$ cat src/rtl/cfs_pkg.sv
// shared types, widths and codes for the colour flash sequencer
// used by every module under rtl; depends on nothing else
package cfs_pkg;

    // sizes
    localparam int TABLE_DEPTH_DEF = 256;
    localparam int CHAN_W          = 8;
    localparam int SCALE_W         = 8;
    localparam int ENTRY_W         = 3 * CHAN_W + SCALE_W;
    localparam int INDEX_W         = 8;
    localparam int MS_W            = 16;
    localparam int PROG_W          = MS_W + 1;
    localparam int COUNT_W         = 9;
    localparam int MODE_W          = 2;
    localparam int OP_W            = 2;
    localparam int NUM_W           = CHAN_W + MS_W;
    localparam int LANES           = 3;

    // register port
    localparam int DATA_W    = 32;
    localparam int ADDR_W    = 5;
    localparam int REG_IDX_W = 3;

    // modes
    localparam logic [MODE_W-1:0] MODE_JUMP   = 2'd0;
    localparam logic [MODE_W-1:0] MODE_FADE   = 2'd1;
    localparam logic [MODE_W-1:0] MODE_STROBE = 2'd2;

    // operations of an input word
    localparam logic [OP_W-1:0] OP_TICK    = 2'd0;
    localparam logic [OP_W-1:0] OP_LOAD    = 2'd1;
    localparam logic [OP_W-1:0] OP_RESTART = 2'd2;

    // register indexes
    localparam logic [REG_IDX_W-1:0] REG_MODE          = 3'd0;
    localparam logic [REG_IDX_W-1:0] REG_FIXED_BRIGHT  = 3'd1;
    localparam logic [REG_IDX_W-1:0] REG_FADE_PERIOD   = 3'd2;
    localparam logic [REG_IDX_W-1:0] REG_STROBE_LENGTH = 3'd3;
    localparam logic [REG_IDX_W-1:0] REG_ENTRY_COUNT   = 3'd4;
    localparam logic [REG_IDX_W-1:0] REG_WHITE_LEVEL   = 3'd5;

    // reset values and fixed levels
    localparam logic [MS_W-1:0]    FADE_PERIOD_RST = 16'd1000;
    localparam logic [SCALE_W-1:0] WHITE_LEVEL_RST = 8'd255;
    localparam logic [SCALE_W-1:0] BLACK_BRIGHT    = 8'd255;
    localparam logic [CHAN_W-1:0]  CHAN_FULL       = 8'hFF;

    typedef struct packed {
        logic [MODE_W-1:0]  mode;
        logic [SCALE_W-1:0] fixed_brightness;
        logic [MS_W-1:0]    fade_period_ms;
        logic [MS_W-1:0]    strobe_length;
        logic [COUNT_W-1:0] entry_count;
        logic [SCALE_W-1:0] white_level;
    } cfg_t;

    // controller to datapath
    typedef struct packed {
        logic load_wr;
        logic restart;
        logic capture;
        logic rd_nxt;
        logic cur_latch;
        logic mul_load;
        logic div_start;
        logic commit;
    } ctrl_cmd_t;

    // datapath to controller
    typedef struct packed {
        logic fade_blend;
        logic div_busy;
    } dp_status_t;

endpackage

$ cat src/rtl/cfs_ctrl.sv
// controller state machine: input handshake, step sequencing, output valid
// depends on cfs_pkg
module cfs_ctrl (
    input  logic                         aclk,
    input  logic                         aresetn,
    input  logic                         s_valid,
    output logic                         s_ready,
    input  logic [cfs_pkg::OP_W-1:0]     s_op,
    output logic                         m_valid,
    input  logic                         m_ready,
    input  cfs_pkg::dp_status_t          status,
    output cfs_pkg::ctrl_cmd_t           cmd
);

    typedef enum logic [6:0] {
        ST_IDLE     = 7'b0000001,
        ST_RD_CUR   = 7'b0000010,
        ST_RD_NXT   = 7'b0000100,
        ST_MUL      = 7'b0001000,
        ST_DIV_GO   = 7'b0010000,
        ST_DIV_WAIT = 7'b0100000,
        ST_DONE     = 7'b1000000
    } state_t;

    state_t state_reg, state_next;
    logic   out_valid_reg, out_valid_next;
    logic   accept;
    logic   out_free;

    assign accept   = (state_reg == ST_IDLE) && s_valid;
    assign out_free = !out_valid_reg || m_ready;

    // command decode
    always_comb begin
        cmd           = '0;
        cmd.load_wr   = accept && (s_op == cfs_pkg::OP_LOAD);
        cmd.restart   = accept && (s_op == cfs_pkg::OP_RESTART);
        cmd.capture   = accept && (s_op == cfs_pkg::OP_TICK);
        cmd.rd_nxt    = (state_reg == ST_RD_NXT);
        cmd.cur_latch = (state_reg == ST_RD_NXT);
        cmd.mul_load  = (state_reg == ST_MUL);
        cmd.div_start = (state_reg == ST_DIV_GO);
        cmd.commit    = (state_reg == ST_DONE) && out_free;
    end

    // next state
    always_comb begin
        state_next = state_reg;
        unique case (state_reg)
            ST_IDLE: begin
                if (accept && (s_op == cfs_pkg::OP_TICK)) begin
                    state_next = ST_RD_CUR;
                end
            end
            ST_RD_CUR:   state_next = ST_RD_NXT;
            ST_RD_NXT:   state_next = status.fade_blend ? ST_MUL : ST_DONE;
            ST_MUL:      state_next = ST_DIV_GO;
            ST_DIV_GO:   state_next = ST_DIV_WAIT;
            ST_DIV_WAIT: begin
                if (!status.div_busy) begin
                    state_next = ST_DONE;
                end
            end
            ST_DONE: begin
                if (out_free) begin
                    state_next = ST_IDLE;
                end
            end
            default:     state_next = ST_IDLE;
        endcase
    end

    // output word valid
    always_comb begin
        out_valid_next = out_valid_reg;
        if (cmd.commit) begin
            out_valid_next = 1'b1;
        end else if (m_ready) begin
            out_valid_next = 1'b0;
        end
    end

    always_ff @(posedge aclk) begin
        if (!aresetn) begin
            state_reg     <= ST_IDLE;
            out_valid_reg <= 1'b0;
        end else begin
            state_reg     <= state_next;
            out_valid_reg <= out_valid_next;
        end
    end

    assign s_ready = (state_reg == ST_IDLE);
    assign m_valid = out_valid_reg;

endmodule

$ cat config.mk
export PLATFORM = sky130hd
export DESIGN_NAME = cfs_ctrl
export DESIGN_NICKNAME = d
export VERILOG_FILES = /design/src/rtl/cfs_pkg.sv /design/src/rtl/cfs_ctrl.sv
export SDC_FILE = /design/constraint.sdc
export NUM_CORES = 1
export LEC_CHECK = 0
export BUFFER_PORTS_ARGS = -buffer_cell sky130_fd_sc_hd__buf_2
export CAP_MARGIN = 10
export CORE_AREA = 2 2 39 41
export CTS_BUF_LIST = sky130_fd_sc_hd__clkbuf_16
export DETAILED_ROUTE_END_ITERATION = 8
export DIE_AREA = 0 0 41 43
export PLACE_DENSITY = 0.64
export SLEW_MARGIN = 5
export SYNTH_ARGS = -nofsm -noshare
export SYNTH_HDL_FRONTEND = slang
export SYNTH_SLANG_ARGS = --single-unit
$ cat constraint.sdc
create_clock -name aclk -period 2.6 [get_ports aclk]
set_clock_uncertainty 0.05 [all_clocks]
set_input_delay 0 -clock aclk [delete_from_list [all_inputs] [get_ports aclk]]
set_output_delay 0 -clock aclk [all_outputs]
set_load 0.03 [all_outputs]
==> flow_metrics.py <==
metrics = {
    "status": {
        "status": "finished, final reports clean",
    },
    "global_routing": {
        "grt_use_total": 0.1398,
        "grt_pass1_wl_um": 1628,
        "grt_max_degree": 10,
        "antenna_found_initial": 0,
        "grt_pass1_vias": 411,
        "grt-ovfl-total": 0,
    },
    "logic_synthesis": {
        "synth_cell_type_count": 29,
        "synth_warnings": 0,
        "syn_avg_cell_area_um2": 8.539,
        "ys_ff_latch": 8,
        "synth.yosys.seq_area_share": 0.3290,
        "syn_inst": 57,
        "syn_nets": 65,
        "syn_area_um2": 486.7,
    },
    "power_and_ir_drop": {
        "power_density_nw_per_um2": 760.1,
        "power.leakage_nw": 0.3378,
        "ir_drop_mv": 0.4961,
        "p_total_mw": 0.5107,
    },
    "route": {
        "wl_per_cell_um": 12.11,
        "ant_nets": 0,
        "viasPerCell": 5.366,
        "vias": 499,
        "wl_um": 1126,
        "drt_iter0_drc": 14,
        "drc": 0,
        "drt_pass1_iterations": 4,
    },
    "placed_design": {
        "port_buffers": 17,
        "dp_hpwl_um": 819.1,
        "dpl_worst_slack_ps": 914.5,
        "dpl_cell_area_um2": 576.8,
        "routabilityCongestion": 0.7779,
    },
    "sta": {
        "hold_viol_final": 0,
        "max_freq_mhz": 516.9,
        "rsz0062_at_grt": "false",
        "slew_headroom": 0.6682,
        "tightest_slew_ps": 494.0,
        "slew_viol_final": 0,
        "fin_crit_ps": 1935,
        "worst_slack_ps": 665.4,
        "setup_viol": 0,
        "setup_tns_ps": 0,
        "finalCritPeriodShare": 0.7441,
    },
    "setup_path": {
        "worstSetupPathType": "reg -> out",
        "worst_setup_path_end_kind": "output pin",
        "startpoint": "state_reg[3]",
        "crit_fanout": 5,
        "path_buf_inv": 1,
        "max_stage_delay_ps": 550,
        "cp_top_family": "simple AND/OR/NAND/NOR gates",
        "r2r_end": "state_reg[3]",
        "r2r_slack_ps": 960,
        "start_kind": "register",
        "cp.depth": 5,
        "slowest_stage": "or4_4",
        "endpoint": "cmd[7]",
        "arrival_ps": 1880,
        "r2r_cells": 4,
        "cp.required_ps": 2550,
        "path_cells": "or4_4, nor2_1, nand2_1, nor3b_1, buf_2",
        "rr_startpoint": "state_reg[3]",
    },
    "die": {
        "die-width_um": 41,
        "row_count": 14,
        "io_pins": 18,
        "coreArea_um2": 1384,
        "die_area_um2": 1763,
        "die-height_um": 43,
        "start_util": 0.3517,
    },
    "finish": {
        "fillers": 130,
        "area_delta_synth_final_pct": 38.05,
        "fin_nets": 87,
        "multi_input_area_um2": 304.0,
        "regArea_um2": 160.2,
        "diodes": 0,
        "design_area_um2": 671.9,
        "drive_gt1_frac": 0.2987,
        "largest_reg_flops": 7,
    },
    "clock_network": {
        "cts_buffers": 3,
        "cts_buffer_depth": 2,
        "cts-htree-levels": 1,
        "cts_tree": "done",
        "cts_sinks": 8,
        "clockRootBuffer": "clkbuf_16",
        "clk_pin_slew_worst_paths_ps": 40,
        "worst_skew_pair.late_latency_ps": 230,
    },
    "job": {
        "max_cap_violations": 0,
    },
    "worst_hold_path": {
        "min_from": "m_ready",
        "hp-class": "in -> reg",
    },
}
how the worst min path moves through the flow:
stage              endpoint  slack [ps]  cells past startpoint
6_report            m_valid          50                      3
5_1_grt             m_valid          90                      3
4_1_cts             m_valid          50                      3
3_5_place_dp   state_reg[0]         220                      2
3_3_place_gp   state_reg[3]         220                      2
2_1_floorplan  state_reg[0]          40                      1
Yosys cell counts:
cell type	n	area share
dfxtp_1	8	0.33
nor2_1	5	0.039
o21ai_0	5	0.051
and3_1	4	0.051
nand2_1	3	0.023
nor3b_1	3	0.046
a21oi_1	2	0.021
and4b_1	2	0.041
buf_4	2	0.031
inv_1	2	0.015
nor2b_1	2	0.026
nor3_1	2	0.021
a211oi_2	1	0.026
a21boi_0	1	0.015
and2b_2	1	0.018
and3b_1	1	0.018
and4_1	1	0.018
nand2b_1	1	0.013
nand4b_1	1	0.018
nor4_1	1	0.013
nor4b_1	1	0.018
nor4bb_1	1	0.021
o211a_1	1	0.021
o211ai_1	1	0.015
o311ai_0	1	0.018
or3b_1	1	0.018
or4_1	1	0.015
or4_4	1	0.023
xor2_1	1	0.018
per-stage QoR:
step	hold WS, ps	cells	utilization
3_3_place_gp	216.6	88	0.4168
2_1_floorplan	41.27	57	-
3_5_place_dp	222.8	88	0.4168
5_1_grt	90.19	93	0.4855
6_report	48.65	93	0.4855
4_1_cts	53.06	93	0.4855
repair_timing:
action | in CTS | in global routing
setup buffers | 0 | 0
gates resized for setup | 0 | 0
hold buffers | 2 | 0
endpoints found under the hold margin | 2 | 0
routing by layer:
layer,track usage,wire length (µm),vias up
met5,0,0,-
met1,0.1553,490,219
met3,0.03141,69,2
li1,-,-,258
met4,0.1000,16,0
met2,0.2188,550,20
layout make-up:
| cell class | count | area share |
|---|---|---|
| clock buffers | 3 | 0.1117 |
| inverters | 2 | 0.01117 |
| multi-input cells | 45 | 0.4525 |
| flip-flops and latches | 8 | 0.2384 |
| well taps | 16 | 0.02980 |
| repair buffers | 19 | 0.1564 |
layout by cell type (no fill, tap or decap), types with 2 or more instances in the layout:
cell type	Yosys	routed
nand2_1	3	3
nor3_1	2	2
clkbuf_16	0	3
inv_1	2	2
o21ai_0	5	5
buf_2	0	17
a21oi_1	2	2
dlygate4sd3_1	0	2
dfxtp_1	8	8
nor2_1	5	5
and3_1	4	4
nor3b_1	3	3
and4b_1	2	2
nor2b_1	2	2
tightest hold or removal path: stages:
cell and delay [ps]:
buf_2 80, nand2b_1 120, a21oi_1 70
report_power, final:
part	switching, mW	leakage [nW]	internal (mW)
Combinational	0.0702	0.236	0.0422
Clock	0.0576	0.0370	0.198
Sequential	0.0113	0.0648	0.131
Total	0.139	0.338	0.372
cell families (layout without fill, tap and decap cells):
family          Yosys count  count (layout)  synth area share
buf+inv                   4              24           0.04627
flops                     8               8            0.3290
simple gates             32              32            0.4396
compound gates           12              12            0.1671
xor+xnor                  1               1           0.01800
(Power assumes the default switching activity.)
