File: src/rtl/cfs_pkg.sv
// shared types, widths and codes for the colour flash sequencer
// used by every module under rtl; depends on nothing else
package cfs_pkg;

    // sizes
    localparam int TABLE_DEPTH_DEF = 256;
    localparam int CHAN_W          = 8;
    localparam int SCALE_W         = 8;
    localparam int ENTRY_W         = 3 * CHAN_W + SCALE_W;
    localparam int INDEX_W         = 8;
    localparam int MS_W            = 16;
    localparam int PROG_W          = MS_W + 1;
    localparam int COUNT_W         = 9;
    localparam int MODE_W          = 2;
    localparam int OP_W            = 2;
    localparam int NUM_W           = CHAN_W + MS_W;
    localparam int LANES           = 3;

    // register port
    localparam int DATA_W    = 32;
    localparam int ADDR_W    = 5;
    localparam int REG_IDX_W = 3;

    // modes
    localparam logic [MODE_W-1:0] MODE_JUMP   = 2'd0;
    localparam logic [MODE_W-1:0] MODE_FADE   = 2'd1;
    localparam logic [MODE_W-1:0] MODE_STROBE = 2'd2;

    // operations of an input word
    localparam logic [OP_W-1:0] OP_TICK    = 2'd0;
    localparam logic [OP_W-1:0] OP_LOAD    = 2'd1;
    localparam logic [OP_W-1:0] OP_RESTART = 2'd2;

    // register indexes
    localparam logic [REG_IDX_W-1:0] REG_MODE          = 3'd0;
    localparam logic [REG_IDX_W-1:0] REG_FIXED_BRIGHT  = 3'd1;
    localparam logic [REG_IDX_W-1:0] REG_FADE_PERIOD   = 3'd2;
    localparam logic [REG_IDX_W-1:0] REG_STROBE_LENGTH = 3'd3;
    localparam logic [REG_IDX_W-1:0] REG_ENTRY_COUNT   = 3'd4;
    localparam logic [REG_IDX_W-1:0] REG_WHITE_LEVEL   = 3'd5;

    // reset values and fixed levels
    localparam logic [MS_W-1:0]    FADE_PERIOD_RST = 16'd1000;
    localparam logic [SCALE_W-1:0] WHITE_LEVEL_RST = 8'd255;
    localparam logic [SCALE_W-1:0] BLACK_BRIGHT    = 8'd255;
    localparam logic [CHAN_W-1:0]  CHAN_FULL       = 8'hFF;

    typedef struct packed {
        logic [MODE_W-1:0]  mode;
        logic [SCALE_W-1:0] fixed_brightness;
        logic [MS_W-1:0]    fade_period_ms;
        logic [MS_W-1:0]    strobe_length;
        logic [COUNT_W-1:0] entry_count;
        logic [SCALE_W-1:0] white_level;
    } cfg_t;

    // controller to datapath
    typedef struct packed {
        logic load_wr;
        logic restart;
        logic capture;
        logic rd_nxt;
        logic cur_latch;
        logic mul_load;
        logic div_start;
        logic commit;
    } ctrl_cmd_t;

    // datapath to controller
    typedef struct packed {
        logic fade_blend;
        logic div_busy;
    } dp_status_t;

endpackage

File: src/rtl/cfs_regs.sv
// configuration registers behind the register port
// depends on cfs_pkg
module cfs_regs (
    input  logic                          aclk,
    input  logic                          aresetn,
    input  logic                          psel,
    input  logic                          penable,
    input  logic                          pwrite,
    input  logic [cfs_pkg::ADDR_W-1:0]    paddr,
    input  logic [cfs_pkg::DATA_W-1:0]    pwdata,
    output logic [cfs_pkg::DATA_W-1:0]    prdata,
    output cfs_pkg::cfg_t                 cfg
);

    cfs_pkg::cfg_t                  cfg_reg;
    logic [cfs_pkg::REG_IDX_W-1:0]  idx;
    logic                           wr_en;

    assign idx   = paddr[cfs_pkg::ADDR_W-1:2];
    assign wr_en = psel && penable && pwrite;

    // register writes
    always_ff @(posedge aclk) begin
        if (!aresetn) begin
            cfg_reg.mode             <= cfs_pkg::MODE_JUMP;
            cfg_reg.fixed_brightness <= '0;
            cfg_reg.fade_period_ms   <= cfs_pkg::FADE_PERIOD_RST;
            cfg_reg.strobe_length    <= '0;
            cfg_reg.entry_count      <= '0;
            cfg_reg.white_level      <= cfs_pkg::WHITE_LEVEL_RST;
        end else if (wr_en) begin
            unique case (idx)
                cfs_pkg::REG_MODE:
                    cfg_reg.mode <= pwdata[cfs_pkg::MODE_W-1:0];
                cfs_pkg::REG_FIXED_BRIGHT:
                    cfg_reg.fixed_brightness <= pwdata[cfs_pkg::SCALE_W-1:0];
                cfs_pkg::REG_FADE_PERIOD:
                    cfg_reg.fade_period_ms <= pwdata[cfs_pkg::MS_W-1:0];
                cfs_pkg::REG_STROBE_LENGTH:
                    cfg_reg.strobe_length <= pwdata[cfs_pkg::MS_W-1:0];
                cfs_pkg::REG_ENTRY_COUNT:
                    cfg_reg.entry_count <= pwdata[cfs_pkg::COUNT_W-1:0];
                cfs_pkg::REG_WHITE_LEVEL:
                    cfg_reg.white_level <= pwdata[cfs_pkg::SCALE_W-1:0];
                default: ;
            endcase
        end
    end

    // read back
    always_comb begin
        prdata = '0;
        unique case (idx)
            cfs_pkg::REG_MODE:          prdata = cfs_pkg::DATA_W'(cfg_reg.mode);
            cfs_pkg::REG_FIXED_BRIGHT:  prdata = cfs_pkg::DATA_W'(cfg_reg.fixed_brightness);
            cfs_pkg::REG_FADE_PERIOD:   prdata = cfs_pkg::DATA_W'(cfg_reg.fade_period_ms);
            cfs_pkg::REG_STROBE_LENGTH: prdata = cfs_pkg::DATA_W'(cfg_reg.strobe_length);
            cfs_pkg::REG_ENTRY_COUNT:   prdata = cfs_pkg::DATA_W'(cfg_reg.entry_count);
            cfs_pkg::REG_WHITE_LEVEL:   prdata = cfs_pkg::DATA_W'(cfg_reg.white_level);
            default:                    prdata = '0;
        endcase
    end

    assign cfg = cfg_reg;

endmodule

File: config.mk
export PLATFORM = sky130hd
export DESIGN_NAME = cfs_regs
export DESIGN_NICKNAME = d
export VERILOG_FILES = /design/src/rtl/cfs_pkg.sv /design/src/rtl/cfs_regs.sv
export SDC_FILE = /design/constraint.sdc
export NUM_CORES = 1
export LEC_CHECK = 0
export ABC_CLOCK_PERIOD_IN_PS = 2110
export BUFFER_PORTS_ARGS = -buffer_cell sky130_fd_sc_hd__buf_4
export CORE_ASPECT_RATIO = 1.25
export CORE_MARGIN = 10
export CORE_UTILIZATION = 35
export DETAILED_ROUTE_END_ITERATION = 6
export PLACE_DENSITY_LB_ADDON = 0.25
export SETUP_SLACK_MARGIN = 0.5
export SYNTH_ARGS = -nofsm -noshare
export SYNTH_HDL_FRONTEND = slang
export SYNTH_SLANG_ARGS = --single-unit
File: constraint.sdc
create_clock -name aclk -period 2.11 [get_ports aclk]
set_input_delay 0.3165 -clock aclk [delete_from_list [all_inputs] [get_ports aclk]]
set_output_delay 0.3165 -clock aclk [all_outputs]
set_load 0.02 [all_outputs]
==> results of run 1 <==
## cell type report
type	count	area, µm²	share of cell area (%)
clock buffers	12	145	3.51
repair buffers	120	932	22.6
inverters	11	41.3	0.999
multi-input cells	218	1590	38.6
clock inverters	4	97.6	2.36
flip-flops and latches	59	1200	29.1
well taps	97	121	2.94
## worst reg2reg max path: cells and delay by family, from the launching register on
| family | cells | cell delay [ns] |
|---|---|---|
| and+or+nand+nor | 1 | 0.05 |
| buffers and inverters | 1 | 0.12 |
| DFF | 1 | 0.34 |
| muxes | 1 | 0.12 |
## synthesized netlist by cell type, drive strengths merged (8+ instances only)
library cell,n
inv,11
mux2i,65
o211ai,8
nor2,16
clkbuf,9
o21ai,14
dfxtp,59
buf,30
nand2,61
## cells by family (layout without fill, tap and decap cells)
logic type	after synthesis	after routing	synth area share, %
compound gates	43	43	10.5
buf+inv	50	147	10.2
flops	59	59	40.3
mux	71	71	24.5
other cells	1	16	0.128
simple gates	87	88	14.4
## repair_timing
action                     in CTS  in global routing
pin swaps                       8                  7
setup endpoints to repair      16                  9
gates resized for setup        28                  7
cloned                          1                  0
setup buffers                  13                  1
## power by group
part / internal (µW) / switching [µW] / total [µW]
combinational: 123 / 193 / 317
sequential: 1120 / 7.69 / 1130
clock: 819 / 458 / 1280
total: 2070 / 659 / 2720
## stage by stage
stage                     utilization [%]  instance area [µm²]
final                                50.4                 4130
after global routing                 50.4                 4130
after CTS                            50.1                 4100
after detailed placement             44.7                 3670
after global placement               44.7                 3670
after floorplan                         -                 2990
## final timing paths
path / slack (ns) / depth (start not counted) / startpoint / endpoint
min reg2reg: 0.47 / 2 / cfg[56] / cfg[56]
max reg2reg: 1.41 / 3 / cfg[51] / cfg[51]
min: 0.25 / 3 / pwdata[9] / cfg[26]
max: 0.40 / 4 / cfg[52] / prdata[3]
## per-layer routing
metal  routed length [µm]  share of wire [%]
met1                 3710                 40
met5                    0                  0
met4                  117                1.3
met2                 4780                 52
met3                  650                7.0
==> metrics.log, run 1 <==
[metrics] Crit path required time: 1.79 ns
[metrics] floorplan core area: 8190 µm²
[metrics] clock tree from TritonCTS: built
[metrics] Worst-path clk slew: 0.07 ns
[metrics] total CTS buffers: 9
[metrics] setup total negative slack: 0 ns
[metrics] FFs w/ async S/R, synth: 0%
[metrics] Syn. warnings: 0
[metrics] via count: 2603
[metrics] library cells used by synthesis: 29
[metrics] Placer Congestion: 0.739
[metrics] number of flops mapped to enable cells by yosys: 0
[metrics] Post-DP HPWL: 6490 µm
[metrics] Antenna Diode Count: 0
[metrics] total wirelength of the detailed-routed design: 9260 µm
[metrics] run status: completed
[metrics] initial antenna violation count: 0
[metrics] Setup crit start kind: flop
[metrics] most common cell after layout, fill and taps aside: sky130_fd_sc_hd__buf_4
[metrics] worst supply voltage drop on vdd: 0.307 mV
[metrics] overall power after layout: 2720 µW
[metrics] setup slack after placement: 0.329 ns
[metrics] mean number of vias per cell: 5.00
[metrics] count of standard-cell rows: 37
[metrics] die outline width: 102 µm
[metrics] iteration-0 DRC count of the detailed router: 93
[metrics] final hold slack: 0.251 ns
[metrics] Critical Setup Path Class: reg -> out
[metrics] synth top area cells: sky130_fd_sc_hd__dfxtp_1 (40%), sky130_fd_sc_hd__mux2i_1 (22%), sky130_fd_sc_hd__nand2_1 (7.8%), sky130_fd_sc_hd__buf_4 (5.1%), sky130_fd_sc_hd__o21ai_0 (2.4%)
[metrics] growth of design area from synthesis to finish: 41.0%
[metrics] critical path data arrival time: 1.40 ns
[metrics] cell area power density: 659 nW/µm²
[metrics] Post-Layout Cell Count: 521
[metrics] largest buffer count on any clock path: 2
[metrics] Antenna Violating Nets Remaining: 0
[metrics] Die Y: 122 µm
[metrics] wire length per cell after detailed routing: 17.8 µm
[metrics] max FFs per register: 59
[metrics] clock sink count: 59
[metrics] Worst Slack Setup Final: 0.397 ns
[metrics] portion of synthesized cell area occupied by the leading cell type: 40.3%
[metrics] buffers added on ports: 98
[metrics] DRC violations left: 0
[metrics] count of state elements after synthesis: 59
[metrics] M1 GR Usage: 15.8%
[metrics] Worst Path Buf+Inv: 1
[metrics] class of the worst hold path: in -> reg
[metrics] worst-skew pair later-pin latency: 0.33 ns
[metrics] nature of the critical path endpoint: output pin
[metrics] share of final-layout standard cells stronger than drive strength 1: 41.3%
[metrics] delay-heaviest family, CP: flip-flops
[metrics] gate count of the mapped netlist: 311
[metrics] number of top-level pins: 133
[metrics] highest achievable clock rate: 584 MHz
[metrics] placed cell count: 490
[metrics] 1st-pass router iterations: 4
[metrics] Synth Area per Inst: 9.42 µm²
[metrics] crit-path cells: mux2_4, a221oi_2, nor2_1, buf_4
[metrics] slowest cell delay on critical path: 0.33 ns
[metrics] Post-synth top flop: sky130_fd_sc_hd__dfxtp_1
[metrics] Max-Cap Viols: 0
[metrics] cell accounting for the most synthesized area: sky130_fd_sc_hd__dfxtp_1
[metrics] static leakage power: 0.00183 µW
[metrics] effective utilization at floorplan: 35.8%
[metrics] vias in the first global route: 2817
[metrics] number of nets in the finished design: 461
[metrics] DIE AREA: 12500 µm²
[metrics] shortest clock period the worst path allows after layout: 1.71 ns
[metrics] hold-fix buffer count after cts: 0
[metrics] Most Used Layer, Global Route: met2
[metrics] share of the yosys chip area belonging to registers: 40.3%
[metrics] wire length of the first global-routing pass: 14500 µm
[metrics] slowest cell on the critical path: sky130_fd_sc_hd__dfxtp_2
[metrics] cell chosen for the clock root: sky130_fd_sc_hd__clkbuf_8
[metrics] maximum number of pins on one net before global-route repair: 41
[metrics] endpoints failing hold: 0
[metrics] overall overflow remaining after global route: 0
[metrics] total global routing track utilization: 14.7%
[metrics] Max Clock Skew: 0 ns
[metrics] crit share post-route: 81.2%
[metrics] crit-path max FO: 3
[metrics] Final Max Slew Viols: 0
[metrics] CTS HTree Levels: 3
[metrics] unrepaired setup endpoints after global routing: yes
[metrics] met3 demand-to-capacity share in global routing: 3.77%
[metrics] FILL cells: 797
[metrics] highest-count cells in the layout ignoring fill and taps: sky130_fd_sc_hd__buf_4 (115), sky130_fd_sc_hd__mux2i_1 (65), sky130_fd_sc_hd__nand2_1 (61)
[metrics] met2 capacity usage during global routing: 27.1%
[metrics] post-synth design cell area: 2930 µm²
[metrics] count of final setup violators: 0
Note: power is estimated with default switching activity, not from simulation.
==> run 2, diff against run 1 <==
Settings changed: ABC_AREA set to 1, ABC_CLOCK_PERIOD_IN_PS 2110 to 1400.
Clock period 2.11 ns to 1.4 ns, I/O delays scaled along.
==> run 2 against run 1 <==
  * Clock skew stayed put
  * Non-clock buffer count rose by 79
  * Via count is 45% higher
  * Combinational power rose to 2.5 times the previous value
  * Synthesized cell count is 55% higher
  * Cell count grew 52%
  * Critical path type unchanged
  * Critical endpoint is now prdata[2]
  * Largest power group is now registers
  * Highest routed layer unchanged
==> metrics.log, run 2 <==
[metrics] run status: completed
[metrics] Final Max Slew Viols: 0
[metrics] gate count of the mapped netlist: 481
[metrics] 1st-pass router iterations: 5
[metrics] number of flops mapped to enable cells by yosys: 0
[metrics] total CTS buffers: 9
[metrics] number of top-level pins: 133
[metrics] unrepaired setup endpoints after global routing: yes
[metrics] source of the worst register-to-register timing path: cfg[39]
[metrics] buffers added on ports: 98
[metrics] share of the yosys chip area belonging to registers: 38.0%
[metrics] number of nets in the finished design: 709
[metrics] start point of the worst min-delay path: pwdata[4]
[metrics] library cells used by synthesis: 19
[metrics] count of final setup violators: 0
[metrics] overall overflow remaining after global route: 0
[metrics] most common cell in the synthesized netlist: sky130_fd_sc_hd__nand2_1
[metrics] Syn. warnings: 0
[metrics] Max Clock Skew: 0 ns
[metrics] terminating pin of the worst hold path: cfg[4]
[metrics] critical path data arrival time: 1.18 ns
[metrics] most common cell after layout, fill and taps aside: sky130_fd_sc_hd__buf_6
[metrics] slowest cell delay on critical path: 0.33 ns
[metrics] vias in the first global route: 3622
[metrics] Synth Area per Inst: 6.47 µm²
[metrics] cell repeated most along the worst path: sky130_fd_sc_hd__nor2_1
[metrics] flop2flop setup slack: 0.50 ns
[metrics] cell chosen for the clock root: sky130_fd_sc_hd__clkbuf_8
[metrics] highest-count cells in the layout ignoring fill and taps: sky130_fd_sc_hd__buf_6 (135), sky130_fd_sc_hd__nor2_1 (101), sky130_fd_sc_hd__nand2_1 (77)
[metrics] synth top area cells: sky130_fd_sc_hd__dfxtp_1 (38%), sky130_fd_sc_hd__nand2_1 (14%), sky130_fd_sc_hd__nor2_1 (14%), sky130_fd_sc_hd__nand3_1 (9.5%), sky130_fd_sc_hd__buf_4 (5.6%)
[metrics] worst-skew pair later-pin latency: 0.35 ns
[metrics] post-synth design cell area: 3110 µm²
[metrics] highest achievable clock rate: 720 MHz
[metrics] wire length of the first global-routing pass: 18500 µm
[metrics] maximum number of pins on one net before global-route repair: 29
[metrics] Antenna Violating Nets Remaining: 0
[metrics] count of standard-cell rows: 38
[metrics] mean number of vias per cell: 4.76
[metrics] FFs w/ async S/R, synth: 0%
[metrics] largest buffer count on any clock path: 2
[metrics] floorplan core area: 8700 µm²
[metrics] cell accounting for the most synthesized area: sky130_fd_sc_hd__dfxtp_1
[metrics] CTS HTree Levels: 3
[metrics] Antenna Diode Count: 0
[metrics] share of final-layout standard cells stronger than drive strength 1: 58.3%
[metrics] static leakage power: 0.00285 µW
[metrics] nature of the critical path endpoint: output pin
[metrics] count of state elements after synthesis: 59
[metrics] most frequent cells after synthesis: sky130_fd_sc_hd__nand2_1 (116), sky130_fd_sc_hd__nor2_1 (115), sky130_fd_sc_hd__dfxtp_1 (59), sky130_fd_sc_hd__nand3_1 (59), sky130_fd_sc_hd__inv_1 (45)
[metrics] Setup crit start kind: flop
[metrics] total wirelength of the detailed-routed design: 12800 µm
[metrics] crit share post-route: 99.3%
[metrics] Crit path required time: 1.19 ns
[metrics] Die Y: 125 µm
[metrics] Worst-path clk slew: 0.07 ns
[metrics] endpoints failing hold: 0
[metrics] summed area of non-filler cells in the final layout: 6040 µm²
[metrics] shortest clock period the worst path allows after layout: 1.39 ns
[metrics] die outline width: 104 µm
[metrics] reg2reg path depth: 5
[metrics] reg2reg end: cfg[39]
[metrics] clock tree from TritonCTS: built
[metrics] class of the worst hold path: in -> reg
[metrics] crit-path max FO: 2
[metrics] cell depth of the worst min-delay path: 3
[metrics] Cell Area, Placed: 4280 µm²
[metrics] worst supply voltage drop on vdd: 0.452 mV
[metrics] Max-Cap Viols: 0
[metrics] Critical Setup Path Class: reg -> out
[metrics] DIE AREA: 13100 µm²
[metrics] setup total negative slack: 0 ns
[metrics] wire length per cell after detailed routing: 16.1 µm
[metrics] cell area power density: 700 nW/µm²
[metrics] Post-synth top flop: sky130_fd_sc_hd__dfxtp_1
[metrics] total global routing track utilization: 17.1%
[metrics] clock sink count: 59
[metrics] portion of synthesized cell area occupied by the leading cell type: 38.0%
[metrics] Post-DP HPWL: 7850 µm
[metrics] Placer Congestion: 0.855
[metrics] via count: 3770
[metrics] initial antenna violation count: 0
[metrics] effective utilization at floorplan: 35.7%
[metrics] slowest cell on the critical path: sky130_fd_sc_hd__dfxtp_2
[metrics] iteration-0 DRC count of the detailed router: 188
[metrics] crit-path cells: inv_2, nor2_1, nor2_1, nand3_2, buf_6
[metrics] growth of design area from synthesis to finish: 94.2%
[metrics] DRC violations left: 0
[metrics] max FFs per register: 59
[metrics] start point of the critical path: cfg[19]
## run 2: cell count changes in the layout (fill, tap and decap cells not counted), moves of 37 or more
cell,change
sky130_fd_sc_hd__nor2_1,+88
sky130_fd_sc_hd__dfxtp_1,-43
sky130_fd_sc_hd__buf_4,-66
sky130_fd_sc_hd__nand3_1,+37
sky130_fd_sc_hd__mux2i_1,-65
sky130_fd_sc_hd__buf_6,+132
## run 2: power by group
part / switching, µW / total, µW / internal (µW)
clock network: 722 / 1710 / 990
registers: 21.5 / 1710 / 1690
logic: 452 / 804 / 352
total: 1200 / 4230 / 3030
## run 2: how the worst max path moves through the flow
stage	slack (ns)	endpoint
4_1_cts	0.03	prdata[0]
3_5_place_dp	0.02	cfg[7]
3_3_place_gp	0.04	prdata[3]
5_1_grt	-0.06	prdata[2]
6_report	0.01	prdata[2]
2_1_floorplan	0.24	prdata[10]
## run 2: cell type report
cell class / count / area, µm²
Clock buffer: 10 / 128
Multi-Input combinational cell: 350 / 2000
Inverter: 48 / 214
Clock inverter: 6 / 80.1
Tap cell: 120 / 150
Fill cell: 644 / 2660
Sequential cell: 59 / 1280
Timing Repair Buffer: 199 / 2190
## run 2: routing by layer
metal | up-vias | GRT usage (%) | wire length [µm]
met5 | - | 0 | 0
met4 | 0 | 6.15 | 191
met3 | 20 | 5.19 | 785
met2 | 125 | 30.3 | 6800
met1 | 1789 | 18.8 | 5000
li1 | 1836 | - | -
## run 2: per-stage QoR
step | cells | hold WS [ns] | worst slack, ns | util, % | total power (µW)
after floorplan | 496 | 0.336 | 0.238 | - | 2160
after global placement | 694 | 0.430 | 0.0372 | 49.2 | 2330
after detailed placement | 694 | 0.437 | 0.0170 | 49.2 | 2330
after CTS | 757 | 0.0684 | 0.0313 | 62.2 | 4130
after global routing | 792 | 0.0846 | -0.0565 | 69.4 | 4380
final | 792 | 0.0734 | 0.0103 | 69.4 | 4230
## run 2: kinds of logic after synthesis
group           share of synthesized area, %
simple gates                            44.9
buf+inv                                 14.6
flops                                   38.0
compound gates                          2.41
other cells                            0.121
## run 2: what timing repair did
action                                  in CTS  in global routing
gates resized for setup                    196                112
pin swaps                                   33                 50
buffers inserted                            45                 32
endpoints found under the setup margin      93                132
hold buffers                                 0                  0
cloned                                       2                  3
## run 2: worst max-delay path: cells and delay by family, from the launching register on
kind / cells / cell delay, ns
flip-flops: 1 / 0.33
AND/OR/NAND/NOR: 3 / 0.30
buffers and inverters: 2 / 0.19
==> run 3, diff against run 2 <==
Settings changed: ABC_CLOCK_PERIOD_IN_PS 1400 to 1250, CORE_UTILIZATION 35 to 30.
Clock period 1.4 ns to 1.25 ns, I/O delays scaled along.
==> run 3 against run 2 <==
  * The run now ends with setup timing left
  * Die area increased by 14%
  * Combinational power increased by 18%
  * Worst hold slack got worse by 0.0052 ns
  * Critical endpoint is now prdata[6]
  * Largest cell class unchanged
==> metrics.log, run 3 (same netlist as run 2, synthesis figures left out) <==
[metrics] maximum number of pins on one net before global-route repair: 30
[metrics] shortest clock period the worst path allows after layout: 1.31 ns
[metrics] number of nets in the finished design: 710
[metrics] static leakage power: 0.00295 µW
[metrics] DRC violations left: 0
[metrics] mean number of vias per cell: 4.74
[metrics] overall overflow remaining after global route: 0
[metrics] initial antenna violation count: 0
[metrics] Worst-path clk slew: 0.05 ns
[metrics] cell chosen for the clock root: sky130_fd_sc_hd__clkbuf_16
[metrics] crit-path cells: inv_2, nor2_2, nor2_1, nand3_2, buf_6
[metrics] final hold slack: 0.0682 ns
[metrics] 1st-pass router iterations: 4
[metrics] Antenna Diode Count: 0
[metrics] total CTS buffers: 9
[metrics] die outline width: 111 µm
[metrics] wire length of the first global-routing pass: 19600 µm
[metrics] Post-DP HPWL: 8190 µm
[metrics] clock sink count: 59
[metrics] most common cell after layout, fill and taps aside: sky130_fd_sc_hd__buf_6
[metrics] number of top-level pins: 133
[metrics] Setup crit start kind: flop
[metrics] Max-Cap Viols: 0
[metrics] total wirelength of the detailed-routed design: 13200 µm
[metrics] unrepaired setup endpoints after global routing: yes
[metrics] via count: 3791
[metrics] largest buffer count on any clock path: 2
[metrics] DIE AREA: 14900 µm²
[metrics] max FFs per register: 59
[metrics] highest achievable clock rate: 763 MHz
[metrics] slowest cell on the critical path: sky130_fd_sc_hd__dfxtp_2
[metrics] buffers added on ports: 98
[metrics] Crit path required time: 1.06 ns
[metrics] endpoints failing hold: 0
[metrics] delay-heaviest family, CP: flip-flops
[metrics] total global routing track utilization: 16.1%
[metrics] footprint of the multi-input gates: 2210 µm²
[metrics] placed cell count: 714
[metrics] overall power after layout: 5320 µW
[metrics] count of final setup violators: 8
[metrics] area occupied by registers: 1280 µm²
[metrics] Critical Setup Path Class: reg -> out
[metrics] floorplan core area: 10100 µm²
[metrics] effective utilization at floorplan: 30.8%
[metrics] cell area power density: 826 nW/µm²
[metrics] growth of design area from synthesis to finish: 107%
[metrics] worst supply voltage drop on vdd: 0.635 mV
[metrics] nature of the critical path endpoint: output pin
[metrics] crit share post-route: 105%
[metrics] Final Max Slew Viols: 0
[metrics] CTS HTree Levels: 3
[metrics] Die Y: 134 µm
[metrics] crit-path max FO: 2
[metrics] vias in the first global route: 3658
[metrics] clock tree from TritonCTS: built
[metrics] count of standard-cell rows: 41
[metrics] Worst Slack Setup Final: -0.0615 ns
[metrics] highest-count cells in the layout ignoring fill and taps: sky130_fd_sc_hd__buf_6 (128), sky130_fd_sc_hd__nor2_1 (93), sky130_fd_sc_hd__nand2_1 (67)
[metrics] Worst Path Buf+Inv: 2
[metrics] slowest cell delay on critical path: 0.33 ns
[metrics] Antenna Violating Nets Remaining: 0
[metrics] wire length per cell after detailed routing: 16.5 µm
[metrics] worst-skew pair later-pin latency: 0.33 ns
[metrics] share of final-layout standard cells stronger than drive strength 1: 62.6%
[metrics] FILL cells: 789
[metrics] iteration-0 DRC count of the detailed router: 196
[metrics] run status: complete, but fails checks
[metrics] Max Clock Skew: 0 ns
[metrics] critical path data arrival time: 1.12 ns
[metrics] Placer Congestion: 0.846
[metrics] Post-Layout Cell Count: 800
[metrics] violated checks: setup timing
[metrics] class of the worst hold path: in -> reg
[run 3: cell count changes in the layout (fill, tap and decap cells not counted), sizes merged]
| cell | delta |
|---|---|
| clkbuf | +2 |
| clkinv | -2 |
| buf | -1 |
| bufinv | -1 |
| clkinvlp | +1 |
| inv | -1 |
| nand3 | +1 |
[run 3: layout make-up]
| cell class | count | area share (%) |
|---|---|---|
| multi-input combinational | 351 | 34.4 |
| clock inverter | 3 | 0.622 |
| tap | 129 | 2.51 |
| sequential | 59 | 19.9 |
| inverter | 48 | 3.31 |
| clock buffer | 11 | 3.77 |
| timing repair buffer | 199 | 35.6 |
[run 3: worst reg2reg max path, delay by kind of cell, from the launching register on]
family,cells,cell delay [ns]
DFF,1,0.33
buffers and inverters,3,0.33
and+or+nand+nor,2,0.18
[run 3: timing repair]
action | CTS | global route
endpoints found under the hold margin | 0 | 0
pin swaps | 50 | 62
hold buffers | 0 | 0
cloned | 6 | 1
setup buffers | 34 | 31
resized for setup | 238 | 104
endpoints found under the setup margin | 134 | 134
[run 3: metal layers]
layer  GRT usage [%]  vias up  share of wire [%]  wire, µm
met5               0        -                  0         0
met4            4.65        0                1.5       201
met3            6.20       17                6.9       910
met2            28.7      107                 54      7090
met1            17.3     1822                 38      5010
li1                -     1845                  -         -
[run 3: worst paths after layout]
kind | start | end | slack (ns) | depth (start not counted)
min reg2reg | cfg[53] | cfg[53] | 0.49 | 2
min | pwdata[4] | cfg[4] | 0.07 | 3
max | cfg[23] | prdata[6] | -0.06 | 5
max reg2reg | cfg[22] | cfg[22] | 0.29 | 5
[run 3: stage by stage]
stage                     instance area (µm²)  TNS (ns)  setup WS (ns)  utilization (%)
final                                    6430    -0.368        -0.0615             63.7
after global routing                     6430    -0.968         -0.124             63.7
after CTS                                5820    -0.376        -0.0619             57.6
after detailed placement                 4420     -1.56        -0.0826             43.8
after global placement                   4420    -0.944        -0.0713             43.8
after floorplan                          3500         0          0.133                -
[run 3: report_power, final]
group	internal, µW	switching [µW]
Combinational	420	532
Clock	1570	879
Sequential	1890	24.9
